==> src/hw/rtl/csvls_pkg.sv <==
// shared types and constants for the csv line field splitter
package csvls_pkg;

   // character codes
   localparam logic [7:0] CH_QUOTE = 8'h22;
   localparam logic [7:0] CH_COMMA = 8'h2C;
   localparam logic [7:0] CH_LF    = 8'h0A;
   localparam logic [7:0] CH_CR    = 8'h0D;
   localparam logic [7:0] CH_NUL   = 8'h00;

   // field counter and field limit width
   localparam int FIELD_W = 5;
   localparam logic [FIELD_W-1:0] FIELD_LIMIT_RESET = 5'd16;

   // queue between front and back
   localparam int QUEUE_DEPTH = 4;
   localparam int QPTR_W      = $clog2(QUEUE_DEPTH);
   localparam int QCNT_W      = $clog2(QUEUE_DEPTH + 1);

   typedef enum logic [1:0] {
      CLS_OTHER = 2'd0,
      CLS_QUOTE = 2'd1,
      CLS_COMMA = 2'd2,
      CLS_TERM  = 2'd3
   } char_class_type;

   typedef enum logic [1:0] {
      KIND_BYTE      = 2'd0,
      KIND_FIELD_END = 2'd1,
      KIND_LINE_END  = 2'd2,
      KIND_ERROR     = 2'd3
   } out_kind_type;

   typedef enum logic [1:0] {
      ERR_NONE      = 2'd0,
      ERR_TOO_MANY  = 2'd1,
      ERR_TOO_LONG  = 2'd2
   } error_code_type;

   // classified byte word carried through the queue
   typedef struct packed {
      logic [7:0]     data_byte;
      char_class_type cls;
   } class_word_type;

   // queue status seen by the producer and consumer
   typedef struct packed {
      logic full;
      logic not_empty;
   } queue_status_type;

endpackage

==> src/hw/rtl/csvls_front.sv <==
// front stage: accepts request bytes and classifies them
module csvls_front (
   input  logic                     clock,
   input  logic                     reset,
   input  logic                     req_valid,
   output logic                     req_stall,
   input  logic [7:0]               req_data_byte,
   input  csvls_pkg::queue_status_type q_status,
   output logic                     q_push,
   output csvls_pkg::class_word_type q_word
);

   logic                       valid_ff;
   logic                       valid_in;
   csvls_pkg::class_word_type  word_ff;
   csvls_pkg::class_word_type  word_in;
   logic                       load;

   always_comb begin
      word_in.data_byte = req_data_byte;
      unique case (req_data_byte)
         csvls_pkg::CH_QUOTE: word_in.cls = csvls_pkg::CLS_QUOTE;
         csvls_pkg::CH_COMMA: word_in.cls = csvls_pkg::CLS_COMMA;
         csvls_pkg::CH_LF,
         csvls_pkg::CH_CR,
         csvls_pkg::CH_NUL:   word_in.cls = csvls_pkg::CLS_TERM;
         default:             word_in.cls = csvls_pkg::CLS_OTHER;
      endcase
   end

   assign q_push    = valid_ff && !q_status.full;
   assign req_stall = valid_ff && q_status.full;
   assign load      = req_valid && !req_stall;
   assign valid_in  = load || (valid_ff && !q_push);
   assign q_word    = word_ff;

   always_ff @(posedge clock) begin
      if (reset) begin
         valid_ff <= 1'b0;
      end else begin
         valid_ff <= valid_in;
      end
   end

   always_ff @(posedge clock) begin
      if (load) begin
         word_ff <= word_in;
      end
   end

endmodule

==> src/hw/rtl/csvls_queue.sv <==
// short queue between the front and back stages
module csvls_queue (
   input  logic                          clock,
   input  logic                          reset,
   input  logic                          push,
   input  csvls_pkg::class_word_type     push_word,
   input  logic                          pop,
   output csvls_pkg::class_word_type     pop_word,
   output csvls_pkg::queue_status_type   status
);

   csvls_pkg::class_word_type             mem [csvls_pkg::QUEUE_DEPTH];
   logic [csvls_pkg::QPTR_W-1:0]          wr_ptr_ff;
   logic [csvls_pkg::QPTR_W-1:0]          wr_ptr_in;
   logic [csvls_pkg::QPTR_W-1:0]          rd_ptr_ff;
   logic [csvls_pkg::QPTR_W-1:0]          rd_ptr_in;
   logic [csvls_pkg::QCNT_W-1:0]          count_ff;
   logic [csvls_pkg::QCNT_W-1:0]          count_in;

   localparam logic [csvls_pkg::QCNT_W-1:0] DEPTH_CNT =
      csvls_pkg::QCNT_W'(csvls_pkg::QUEUE_DEPTH);
   localparam logic [csvls_pkg::QPTR_W-1:0] PTR_LAST =
      csvls_pkg::QPTR_W'(csvls_pkg::QUEUE_DEPTH - 1);

   assign status.full      = (count_ff == DEPTH_CNT);
   assign status.not_empty = (count_ff != '0);
   assign pop_word         = mem[rd_ptr_ff];

   always_comb begin
      wr_ptr_in = wr_ptr_ff;
      rd_ptr_in = rd_ptr_ff;
      count_in  = count_ff;
      if (push) begin
         wr_ptr_in = (wr_ptr_ff == PTR_LAST) ? '0 : wr_ptr_ff + 1'b1;
      end
      if (pop) begin
         rd_ptr_in = (rd_ptr_ff == PTR_LAST) ? '0 : rd_ptr_ff + 1'b1;
      end
      if (push && !pop) begin
         count_in = count_ff + 1'b1;
      end else if (pop && !push) begin
         count_in = count_ff - 1'b1;
      end
   end

   always_ff @(posedge clock) begin
      if (reset) begin
         wr_ptr_ff <= '0;
         rd_ptr_ff <= '0;
         count_ff  <= '0;
      end else begin
         wr_ptr_ff <= wr_ptr_in;
         rd_ptr_ff <= rd_ptr_in;
         count_ff  <= count_in;
      end
   end

   always_ff @(posedge clock) begin
      if (push) begin
         mem[wr_ptr_ff] <= push_word;
      end
   end

   assert property (@(posedge clock) disable iff (reset)
      !(push && status.full))
      else $error("queue push while full");

   assert property (@(posedge clock) disable iff (reset)
      !(pop && !status.not_empty))
      else $error("queue pop while empty");

endmodule

==> src/hw/rtl/csvls_back.sv <==
// back stage: line parser state and registered result word
module csvls_back #(
   parameter int FIELD_CAP     = 16,
   parameter int MAX_FIELD_LEN = 256
) (
   input  logic                                 clock,
   input  logic                                 reset,
   input  logic [csvls_pkg::FIELD_W-1:0]        field_limit,
   input  csvls_pkg::queue_status_type          q_status,
   input  csvls_pkg::class_word_type            q_word,
   output logic                                 q_pop,
   output logic                                 rsp_valid,
   input  logic                                 rsp_stall,
   output logic [1:0]                           rsp_out_kind,
   output logic [7:0]                           rsp_char_value,
   output logic [3:0]                           rsp_field_index,
   output logic [4:0]                           rsp_field_count,
   output logic [1:0]                           rsp_error_code
);

   localparam int FW    = csvls_pkg::FIELD_W;
   localparam int LEN_W = $clog2(MAX_FIELD_LEN);
   localparam logic [LEN_W-1:0] LEN_LAST = LEN_W'(MAX_FIELD_LEN - 1);
   localparam logic [FW-1:0] LIMIT_CAP =
      (FIELD_CAP > 31) ? FW'(31) : FW'(FIELD_CAP);

   logic              inq_ff, inq_in;
   logic              pend_ff, pend_in;
   logic              drop_ff, drop_in;
   logic [FW-1:0]     field_ff, field_in;
   logic [LEN_W-1:0]  len_ff, len_in;

   logic              out_valid_ff, out_valid_in;
   csvls_pkg::out_kind_type   kind_ff, kind_in;
   logic [7:0]                char_ff, char_in;
   logic [3:0]                idx_ff, idx_in;
   logic [4:0]                count_ff, count_in;
   csvls_pkg::error_code_type err_ff, err_in;

   logic [FW-1:0]     limit;
   logic              take;

   assign limit = (field_limit > LIMIT_CAP) ? LIMIT_CAP : field_limit;
   assign q_pop = q_status.not_empty && (!out_valid_ff || !rsp_stall);

   always_comb begin
      logic          done;
      logic          emit;
      logic          do_fail;
      logic          do_add;
      logic [7:0]    add_val;
      csvls_pkg::error_code_type fail_code;
      logic          is_lf;

      done      = 1'b0;
      emit      = 1'b0;
      do_fail   = 1'b0;
      do_add    = 1'b0;
      add_val   = q_word.data_byte;
      fail_code = csvls_pkg::ERR_NONE;
      is_lf     = (q_word.data_byte == csvls_pkg::CH_LF);

      inq_in   = inq_ff;
      pend_in  = pend_ff;
      drop_in  = drop_ff;
      field_in = field_ff;
      len_in   = len_ff;

      kind_in  = csvls_pkg::KIND_BYTE;
      char_in  = 8'd0;
      idx_in   = field_ff[3:0];
      count_in = 5'd0;
      err_in   = csvls_pkg::ERR_NONE;

      if (q_pop) begin
         if (drop_ff) begin
            // skipping the rest of a bad or cr/nul-ended line
            if (is_lf) begin
               drop_in = 1'b0;
            end
         end else if (field_ff >= limit) begin
            do_fail   = 1'b1;
            fail_code = csvls_pkg::ERR_TOO_MANY;
         end else begin
            if (pend_ff) begin
               pend_in = 1'b0;
               if (q_word.cls == csvls_pkg::CLS_QUOTE) begin
                  // doubled quote is a literal quote
                  do_add  = 1'b1;
                  add_val = csvls_pkg::CH_QUOTE;
                  done    = 1'b1;
               end else begin
                  inq_in = 1'b0;
               end
            end
            if (!done) begin
               if (q_word.cls == csvls_pkg::CLS_TERM) begin
                  emit     = 1'b1;
                  kind_in  = csvls_pkg::KIND_LINE_END;
                  count_in = 5'(field_ff + 1'b1);
                  inq_in   = 1'b0;
                  pend_in  = 1'b0;
                  field_in = '0;
                  len_in   = '0;
                  drop_in  = !is_lf;
               end else if (inq_ff && pend_in == 1'b0 && inq_in) begin
                  if (q_word.cls == csvls_pkg::CLS_QUOTE) begin
                     pend_in = 1'b1;
                  end else begin
                     do_add = 1'b1;
                  end
               end else if (q_word.cls == csvls_pkg::CLS_QUOTE) begin
                  inq_in = 1'b1;
               end else if (q_word.cls == csvls_pkg::CLS_COMMA) begin
                  if ({1'b0, field_ff} + 1'b1 >= {1'b0, limit}) begin
                     do_fail   = 1'b1;
                     fail_code = csvls_pkg::ERR_TOO_MANY;
                  end else begin
                     emit     = 1'b1;
                     kind_in  = csvls_pkg::KIND_FIELD_END;
                     field_in = field_ff + 1'b1;
                     len_in   = '0;
                  end
               end else begin
                  do_add = 1'b1;
               end
            end
            if (do_add) begin
               if (len_ff >= LEN_LAST) begin
                  do_fail   = 1'b1;
                  fail_code = csvls_pkg::ERR_TOO_LONG;
               end else begin
                  emit    = 1'b1;
                  kind_in = csvls_pkg::KIND_BYTE;
                  char_in = add_val;
                  len_in  = len_ff + 1'b1;
               end
            end
         end
         if (do_fail) begin
            emit     = 1'b1;
            kind_in  = csvls_pkg::KIND_ERROR;
            char_in  = 8'd0;
            count_in = 5'd0;
            err_in   = fail_code;
            inq_in   = 1'b0;
            pend_in  = 1'b0;
            field_in = '0;
            len_in   = '0;
            drop_in  = !is_lf;
         end
      end

      take = emit;
      if (emit) begin
         out_valid_in = 1'b1;
      end else if (rsp_stall) begin
         out_valid_in = out_valid_ff;
      end else begin
         out_valid_in = 1'b0;
      end
   end

   always_ff @(posedge clock) begin
      if (reset) begin
         inq_ff       <= 1'b0;
         pend_ff      <= 1'b0;
         drop_ff      <= 1'b0;
         field_ff     <= '0;
         len_ff       <= '0;
         out_valid_ff <= 1'b0;
      end else begin
         inq_ff       <= inq_in;
         pend_ff      <= pend_in;
         drop_ff      <= drop_in;
         field_ff     <= field_in;
         len_ff       <= len_in;
         out_valid_ff <= out_valid_in;
      end
   end

   always_ff @(posedge clock) begin
      if (take) begin
         kind_ff  <= kind_in;
         char_ff  <= char_in;
         idx_ff   <= idx_in;
         count_ff <= count_in;
         err_ff   <= err_in;
      end
   end

   assign rsp_valid       = out_valid_ff;
   assign rsp_out_kind    = kind_ff;
   assign rsp_char_value  = char_ff;
   assign rsp_field_index = idx_ff;
   assign rsp_field_count = count_ff;
   assign rsp_error_code  = err_ff;

   assert property (@(posedge clock) disable iff (reset)
      pend_ff |-> inq_ff)
      else $error("quote pending outside quoted section");

   assert property (@(posedge clock) disable iff (reset)
      drop_ff |-> (field_ff == '0 && !inq_ff && len_ff == '0))
      else $error("line state not cleared while dropping");

   assert property (@(posedge clock) disable iff (reset)
      out_valid_ff |-> ((kind_ff == csvls_pkg::KIND_ERROR) ==
                        (err_ff != csvls_pkg::ERR_NONE)))
      else $error("error code does not match result kind");

   assert property (@(posedge clock) disable iff (reset)
      (out_valid_ff && rsp_stall) |=> out_valid_ff)
      else $error("stalled result word lost");

endmodule

==> src/hw/rtl/csv_line_field_splitter.sv <==
// top level of the csv line field splitter: front, queue, back, csr
// an accepted byte passes the front register and the queue; its word is registered in the back stage
// throughput: one byte per cycle unless either side stalls; back parser state updates for each byte popped
// a four-word queue lets the request side keep flowing while the result side stalls
// reset is synchronous and active high; it clears the line state, the queue and the
// output valid, and sets field_limit to 16; no clearing pass is needed
module csv_line_field_splitter #(
   parameter int FIELD_CAP     = 16,
   parameter int MAX_FIELD_LEN = 256
) (
   input  logic       clock,
   input  logic       reset,
   // request byte channel
   input  logic       req_valid,
   output logic       req_stall,
   input  logic [7:0] req_data_byte,
   // result word channel
   output logic       rsp_valid,
   input  logic       rsp_stall,
   output logic [1:0] rsp_out_kind,
   output logic [7:0] rsp_char_value,
   output logic [3:0] rsp_field_index,
   output logic [4:0] rsp_field_count,
   output logic [1:0] rsp_error_code,
   // field_limit register write
   input  logic       csr_wr_en,
   input  logic [4:0] csr_wr_data
);

   // field limit register; the user writes it only while the block is idle, the block does not enforce it
   logic [csvls_pkg::FIELD_W-1:0] field_limit_ff;
   logic [csvls_pkg::FIELD_W-1:0] field_limit_in;

   // front to queue
   logic                        q_push;
   csvls_pkg::class_word_type   q_push_word;
   // queue to back
   logic                        q_pop;
   csvls_pkg::class_word_type   q_pop_word;
   csvls_pkg::queue_status_type q_status;

   assign field_limit_in = csr_wr_en ? csr_wr_data : field_limit_ff;

   always_ff @(posedge clock) begin
      if (reset) begin
         field_limit_ff <= csvls_pkg::FIELD_LIMIT_RESET;
      end else begin
         field_limit_ff <= field_limit_in;
      end
   end

   // front: registers each accepted byte with its character class
   csvls_front u_front (
      .clock         (clock),
      .reset         (reset),
      .req_valid     (req_valid),
      .req_stall     (req_stall),
      .req_data_byte (req_data_byte),
      .q_status      (q_status),
      .q_push        (q_push),
      .q_word        (q_push_word)
   );

   // queue: decouples the front from a stalled result side
   csvls_queue u_queue (
      .clock     (clock),
      .reset     (reset),
      .push      (q_push),
      .push_word (q_push_word),
      .pop       (q_pop),
      .pop_word  (q_pop_word),
      .status    (q_status)
   );

   // back: quote / field / line state and the registered result word
   csvls_back #(
      .FIELD_CAP     (FIELD_CAP),
      .MAX_FIELD_LEN (MAX_FIELD_LEN)
   ) u_back (
      .clock           (clock),
      .reset           (reset),
      .field_limit     (field_limit_ff),
      .q_status        (q_status),
      .q_word          (q_pop_word),
      .q_pop           (q_pop),
      .rsp_valid       (rsp_valid),
      .rsp_stall       (rsp_stall),
      .rsp_out_kind    (rsp_out_kind),
      .rsp_char_value  (rsp_char_value),
      .rsp_field_index (rsp_field_index),
      .rsp_field_count (rsp_field_count),
      .rsp_error_code  (rsp_error_code)
   );

endmodule

==> config.mk <==
export PLATFORM = sky130hd
export DESIGN_NAME = csv_line_field_splitter
export DESIGN_NICKNAME = d
export VERILOG_FILES = /design/src/hw/rtl/csvls_pkg.sv /design/src/hw/rtl/csvls_front.sv /design/src/hw/rtl/csvls_queue.sv /design/src/hw/rtl/csvls_back.sv /design/src/hw/rtl/csv_line_field_splitter.sv
export SDC_FILE = /design/constraint.sdc
export NUM_CORES = 1
export LEC_CHECK = 0
export ABC_AREA = 1
export BUFFER_PORTS_ARGS = -buffer_cell sky130_fd_sc_hd__buf_2
export CAP_MARGIN = 20
export CORE_ASPECT_RATIO = 1.2
export CORE_MARGIN = 8
export CORE_UTILIZATION = 46
export CTS_CLUSTER_DIAMETER = 30
export DETAILED_ROUTE_END_ITERATION = 10
export PLACE_DENSITY = 0.64
export SKIP_CTS_REPAIR_TIMING = 1
export SLEW_MARGIN = 10
export SYNTH_ARGS = -nofsm -noshare
export SYNTH_HDL_FRONTEND = slang
export SYNTH_SLANG_ARGS = --single-unit
==> constraint.sdc <==
create_clock -name clock -period 8.8 [get_ports clock]
set_clock_uncertainty 0.15 [all_clocks]
set_input_delay 0.44 -clock clock [delete_from_list [all_inputs] [get_ports clock]]
set_output_delay 0.44 -clock clock [all_outputs]
set_load 0.05 [all_outputs]
[Word-level counts from Yosys, hierarchy flattened]
Memories as Yosys holds them, arrays and structs flattened. A register that Yosys moved wholly into a read port is not among the register bits.
Cells that the tools add are included.
Word-level totals
  bits in writable memories: 40
  output and inout port bits: 23
  input port bits: 18
  register bits: 61
  logic and storage cells: 202
  memories kept: 1
Cells by class
  reductions and logical operators: 29
  equality and inequality tests: 18
  bitwise gates (word level): 5
  multiplexer cells: 119
  add/subtract/negate cells: 7
  $lt $le $gt $ge: 4
Memory list
  u_queue.mem: words 4, bits a word 10, rd ports 1, clocked after Yosys merged registers in 1, wr ports 1, line csvls_queue.sv:12  | csvls_pkg::class_word_type mem [csvls_pkg::QUEUE_DEPTH];
Operator list (count)
  8-bit 2-to-1 mux: 13
  1-bit 2-to-1 mux: 72
  5-bit 2-to-1 mux: 10
  2-bit 2-to-1 mux: 21
  8-bit by 4-bit equality test with 1-bit output, second input constant: 3
  8-bit by 6-bit equality test with 1-bit output, second input constant: 2
  6-bit OR reduction: 2
  1-bit logical AND: 9
  8-bit by 1-bit adder with 8-bit output, second input constant: 1
  2-bit equality test, second input constant: 4
  8-bit >= comparator, second input constant: 1
  8-bit zero test: 1
  8-bit AND reduction: 1
  1-bit zero test: 7
  5-bit by 1-bit adder with 6-bit output, second input constant: 1
  6-bit by 5-bit >= comparator with 1-bit output: 1
  3-bit 2-to-1 mux: 2
  2-bit inequality test, second input constant: 3
  3-bit by 2-bit inequality test with 1-bit output, second input constant: 2
  2-bit case mux with 3 select lines: 1
  3-bit nonzero test: 2
  3-bit OR reduction: 2
  5-bit by 1-bit adder with 5-bit output, second input constant: 1
  5-bit >= comparator: 1
  other kinds (13): 19

[Depth between registers and ports, before layout]
  depth in word-level cells: 22
  depth in mapped cells: 20
  depth with buffers taken out: 19

[By module]
A second synthesis with hierarchy kept.
Unflattened totals
  cells, all modules: 534
  area total of the unflattened synthesis: 4957.3 um2
Modules (own cells, without submodules)
  csvls_back: cells each 303, instances 1, area an instance 2329.7 um2, sequential area each 970.9 um2
  csvls_queue: cells each 157, instances 1, area an instance 1960.6 um2, sequential area each 1381.3 um2
  csvls_front: cells each 43, instances 1, area an instance 450.4 um2, sequential area each 320.3 um2
  csv_line_field_splitter: cells each 31, instances 1, area an instance 216.5 um2, sequential area each 100.1 um2

[Worst setup path before layout]
OpenSTA, ideal clock, no wires.
  path type: reg-to-reg
  from: register with a tool-made name
  to: register u_back.char_ff[0], in the netlist u_back.rsp_char_value[0] (enable)
  required time: 8.274 ns
  setup time: 0.376 ns
  period minus slack after synthesis: 2.946 ns
  data arrival time: 2.420 ns
  slack: 5.854 ns
  buffers on the path: 1
  cell stages (with the launch flop): 16
  path through: dfxtp_1 inv_1 clkbuf_1 nand2_1 a32oi_1 inv_1 ha_1 nand2_1 inv_2 nor2_1 inv_2 nand2_1 inv_2 nand2_1 o21ai_1 inv_1
RTL lines
  end signal: assignment: line csvls_back.sv:185  | char_ff <= char_in;
  end: declaration: line csvls_back.sv:35  | logic [7:0] char_ff, char_in;

==> key figures <==
Yosys
  – Yosys reg bits: 103
  – Register area share after synthesis: 57.32%
  – Post-synthesis net count: 535
  – Post-Synth Simple-Gate Area: 21.88%
  – Yosys warnings: 0
  – Post-synth EDFFs: 71
  – Syn Inst Count: 495
  – Largest family of logic cells by synthesized area: simple AND/OR/NAND/NOR gates
  – Synth Area in XOR/XNOR: 1.267%
  – Compound-Gate Fraction of Synth Area: 8.407%
  – Synthesized-area fraction occupied by adder cells: 5.846%
  – Dominant synthesized flop cell: edfxtp_1
  – Distinct cell type count after synthesis: 43
  – Cell area after synthesis: 4837 sq um
  – Mux cell area share after synthesis: 0%
  – Ys async rst share: 0%
  – Avg Inst Size Synth: 9.772 sq um

Clock network
  – Clock Pin Slew Worst Setup and Hold Paths: 0.07 ns
  – CTS Buf Count: 9
  – CTS tree: done
  – Clock Latency Late Sink: 0.34 ns
  – Longest Clk Path Bufs: 2
  – Max H-tree Level: 3
  – Clock sinks: 103
  – Root Driver: clkbuf_16

Critical path
  – Worst setup SP type: register
  – CP Capture Type: register
  – Most frequent CP cell: nand2_1
  – Max stage delay on crit path: 0.72 ns
  – Crit-path max FO: 21
  – Worst EP required: 8.63 ns
  – CP max-delay cell: dfxtp_1
  – WP buf/inv: 5
  – Crit path kind: reg2reg
  – CP Cell Sequence: inv_1, nand2_1, a32oi_1, ha_1, nand2_1, inv_2, nor2_1, inv_2, nand2_1, inv_2, nand2_1, o21ai_1, inv_1
  – Top delay family on crit path: buffers and inverters
  – CP Data Arrival Time: 3.61 ns

Routing
  – DRC Markers: 0
  – Vias: 3461
  – Drt first pass iters: 4
  – Starting DRT DRC Count: 174
  – Final ANT Viol Nets: 0
  – Final wirelength: 9.601 mm
  – Vias per inst: 5.158
  – Drt wl/cell: 14.31 um

GRT
  – Busiest grt layer: met2
  – First-pass GRT wire length: 16.05 mm
  – Met3 usage: 3.452%
  – Antenna violations before repair: 0
  – Vias in the first global route: 3521
  – Global Route met2 Usage: 25.27%
  – Total track usage: 14.57%
  – Met1 GRT Util: 16.53%
  – Largest net degree at the start of global routing: 22
  – GRT overflow: 0

STA
  – Final worst slack: 5.014 ns
  – Setup TNS: 0 ns
  – Worst-Margin Slew: 1.011 ns
  – Count of final setup violators: 0
  – RSZ-0062 raised after global routing: false
  – Slew headroom: 32.33%
  – Final Hold Fails: 0
  – Max-slew violations: 0
  – FMAX: 264.1 MHz
  – Crit share post-route: 43.02%
  – Shortest period the worst path allows: 3.786 ns

Place
  – Port bufs: 40
  – Placer Congestion: 0.8449
  – Pre-CTS setup slack: 5.005 ns
  – Hpwl dp: 7.215 mm

Final layout
  – Ant. Diodes: 0
  – Nets: 577
  – Area grow syn2layout: 13.09%
  – Fill cell count: 967
  – Share of layout cells above drive strength 1: 14.94%

Floorplanning
  – Die area: 14070 sq um
  – Core Region: 10360 sq um
  – Cell Rows: 41
  – Initial Utilization: 46.68%
  – Die W: 109.6 um
  – Die Y: 128.3 um
  – I/O Pins: 41

Power
  – Pwr Density: 359.6 nW/um^2
  – Leakage power: 2.312 nW
  – Peak supply drop: 0.1459 mV

Status
  – Outcome: finished, final reports clean

Worst hold path
  – Hold_sp: req_data_byte[6]
  – Worst hold path type: in2reg

Flow run
  – Max cap viols: 0
-- synthesized netlist by cell type (2+ instances only) --
cell	n	share of area [%]
nand2_1	117	9.1
edfxtp_1	71	44
inv_1	51	4.0
nor2_1	48	3.7
a21oi_1	35	3.6
dfxtp_1	32	13
nand3_1	27	2.8
ha_1	21	5.4
o21ai_0	16	1.7
nor3_1	10	1.0
clkbuf_1	7	0.54
xor2_1	7	1.3
inv_2	6	0.47
nand2_4	5	1.2
nand3_2	4	0.83
nand4_1	4	0.52
a21o_1	2	0.31
a32o_1	2	0.41
a32oi_1	2	0.36
buf_2	2	0.21
nand2_2	2	0.26
nor2_4	2	0.47
o41ai_1	2	0.36
-- sequential cells by signal, summed over array words and instances, names as in the netlist, 3 cells and up, named ones only --
register	flops
u_queue.mem	40
u_front.q_word	10
u_back.len_ff	8
u_back.rsp_char_value	8
field_limit_ff	5
u_back.field_ff	5
u_back.rsp_field_count	5
u_back.rsp_field_index	4
u_queue.count_ff	3
-- logic make-up (layout without fill, tap and decap cells) --
family          count (synthesis)  count (layout)
simple gates                  229             229
flops                         103             103
compound gates                 67              67
buf+inv                        67             114
fa+ha+maj                      22              22
xor+xnor                        7               7
-- path summary, 6_finish.rpt --
kind,end,slack [ns],cells past startpoint
setup / recovery,u_back.rsp_char_value[4],5.01,13
setup reg to reg,u_back.rsp_char_value[4],5.01,13
hold reg to reg,field_limit_ff[0],0.32,2
hold / removal,u_front.q_word[8],0.14,1
-- metrics by stage --
| step | hold slack, ns | utilization [%] | area [sq um] | cells | power [mW] |
|---|---|---|---|---|---|
| floorplan | 0.2843 | - | 4837 | 495 | 1.388 |
| global placement | 0.3106 | 49.82 | 5162 | 655 | 1.561 |
| detailed placement | 0.3186 | 49.82 | 5162 | 655 | 1.580 |
| CTS | 0.1265 | 52.79 | 5470 | 671 | 1.986 |
| global route | 0.1229 | 52.79 | 5470 | 671 | 2.099 |
| finish | 0.1360 | 52.79 | 5470 | 671 | 1.967 |
-- final cells by class --
type	instances	area, sq um	area share, %
Multi-Input combinational cell	325	1809	33.07
Clock buffer	10	229.0	4.186
Clock inverter	6	78.83	1.441
Inverter	58	219.0	4.003
Sequential cell	103	2773	50.69
Timing Repair Buffer	40	200.2	3.660
Tap cell	129	161.4	2.951
-- worst register-to-register path: cells and delay by family (launching register included) --
kind	cells	cell delay [ns]
buf+inv	5	1.33
flops	1	0.72
compound gates	2	0.25
fa+ha+maj	1	0.28
simple gates	5	0.68
-- placed cells by master (no fill, tap or decap), types with 2 or more instances in the layout --
cell and n:
nand2_1 117, edfxtp_1 71, inv_1 51, nor2_1 48
buf_2 40, a21oi_1 35, dfxtp_1 32, nand3_1 27
ha_1 21, o21ai_0 16, nor3_1 10, clkbuf_16 9
xor2_1 7, inv_2 6, nand2_4 5, nand4_1 4
nand3_2 4, nor2_4 2, nand2_2 2, a32o_1 2
a21o_1 2, a32oi_1 2, o41ai_1 2, clkinvlp_4 2
inv_6 2
-- report_power, final --
group | internal (mW) | switching (mW) | total (mW)
clock network | 0.225 | 0.175 | 0.400
logic | 0.219 | 0.637 | 0.857
registers | 0.651 | 0.0600 | 0.711
-- layer usage --
| metal | vias to the layer above | routed length, um |
|---|---|---|
| met2 | 69 | 4858 |
| met3 | 14 | 416 |
| met5 | - | 0 |
| met1 | 1621 | 4112 |
| li1 | 1757 | - |
| met4 | 0 | 213 |
Note: power is estimated with default switching activity, not from simulation.
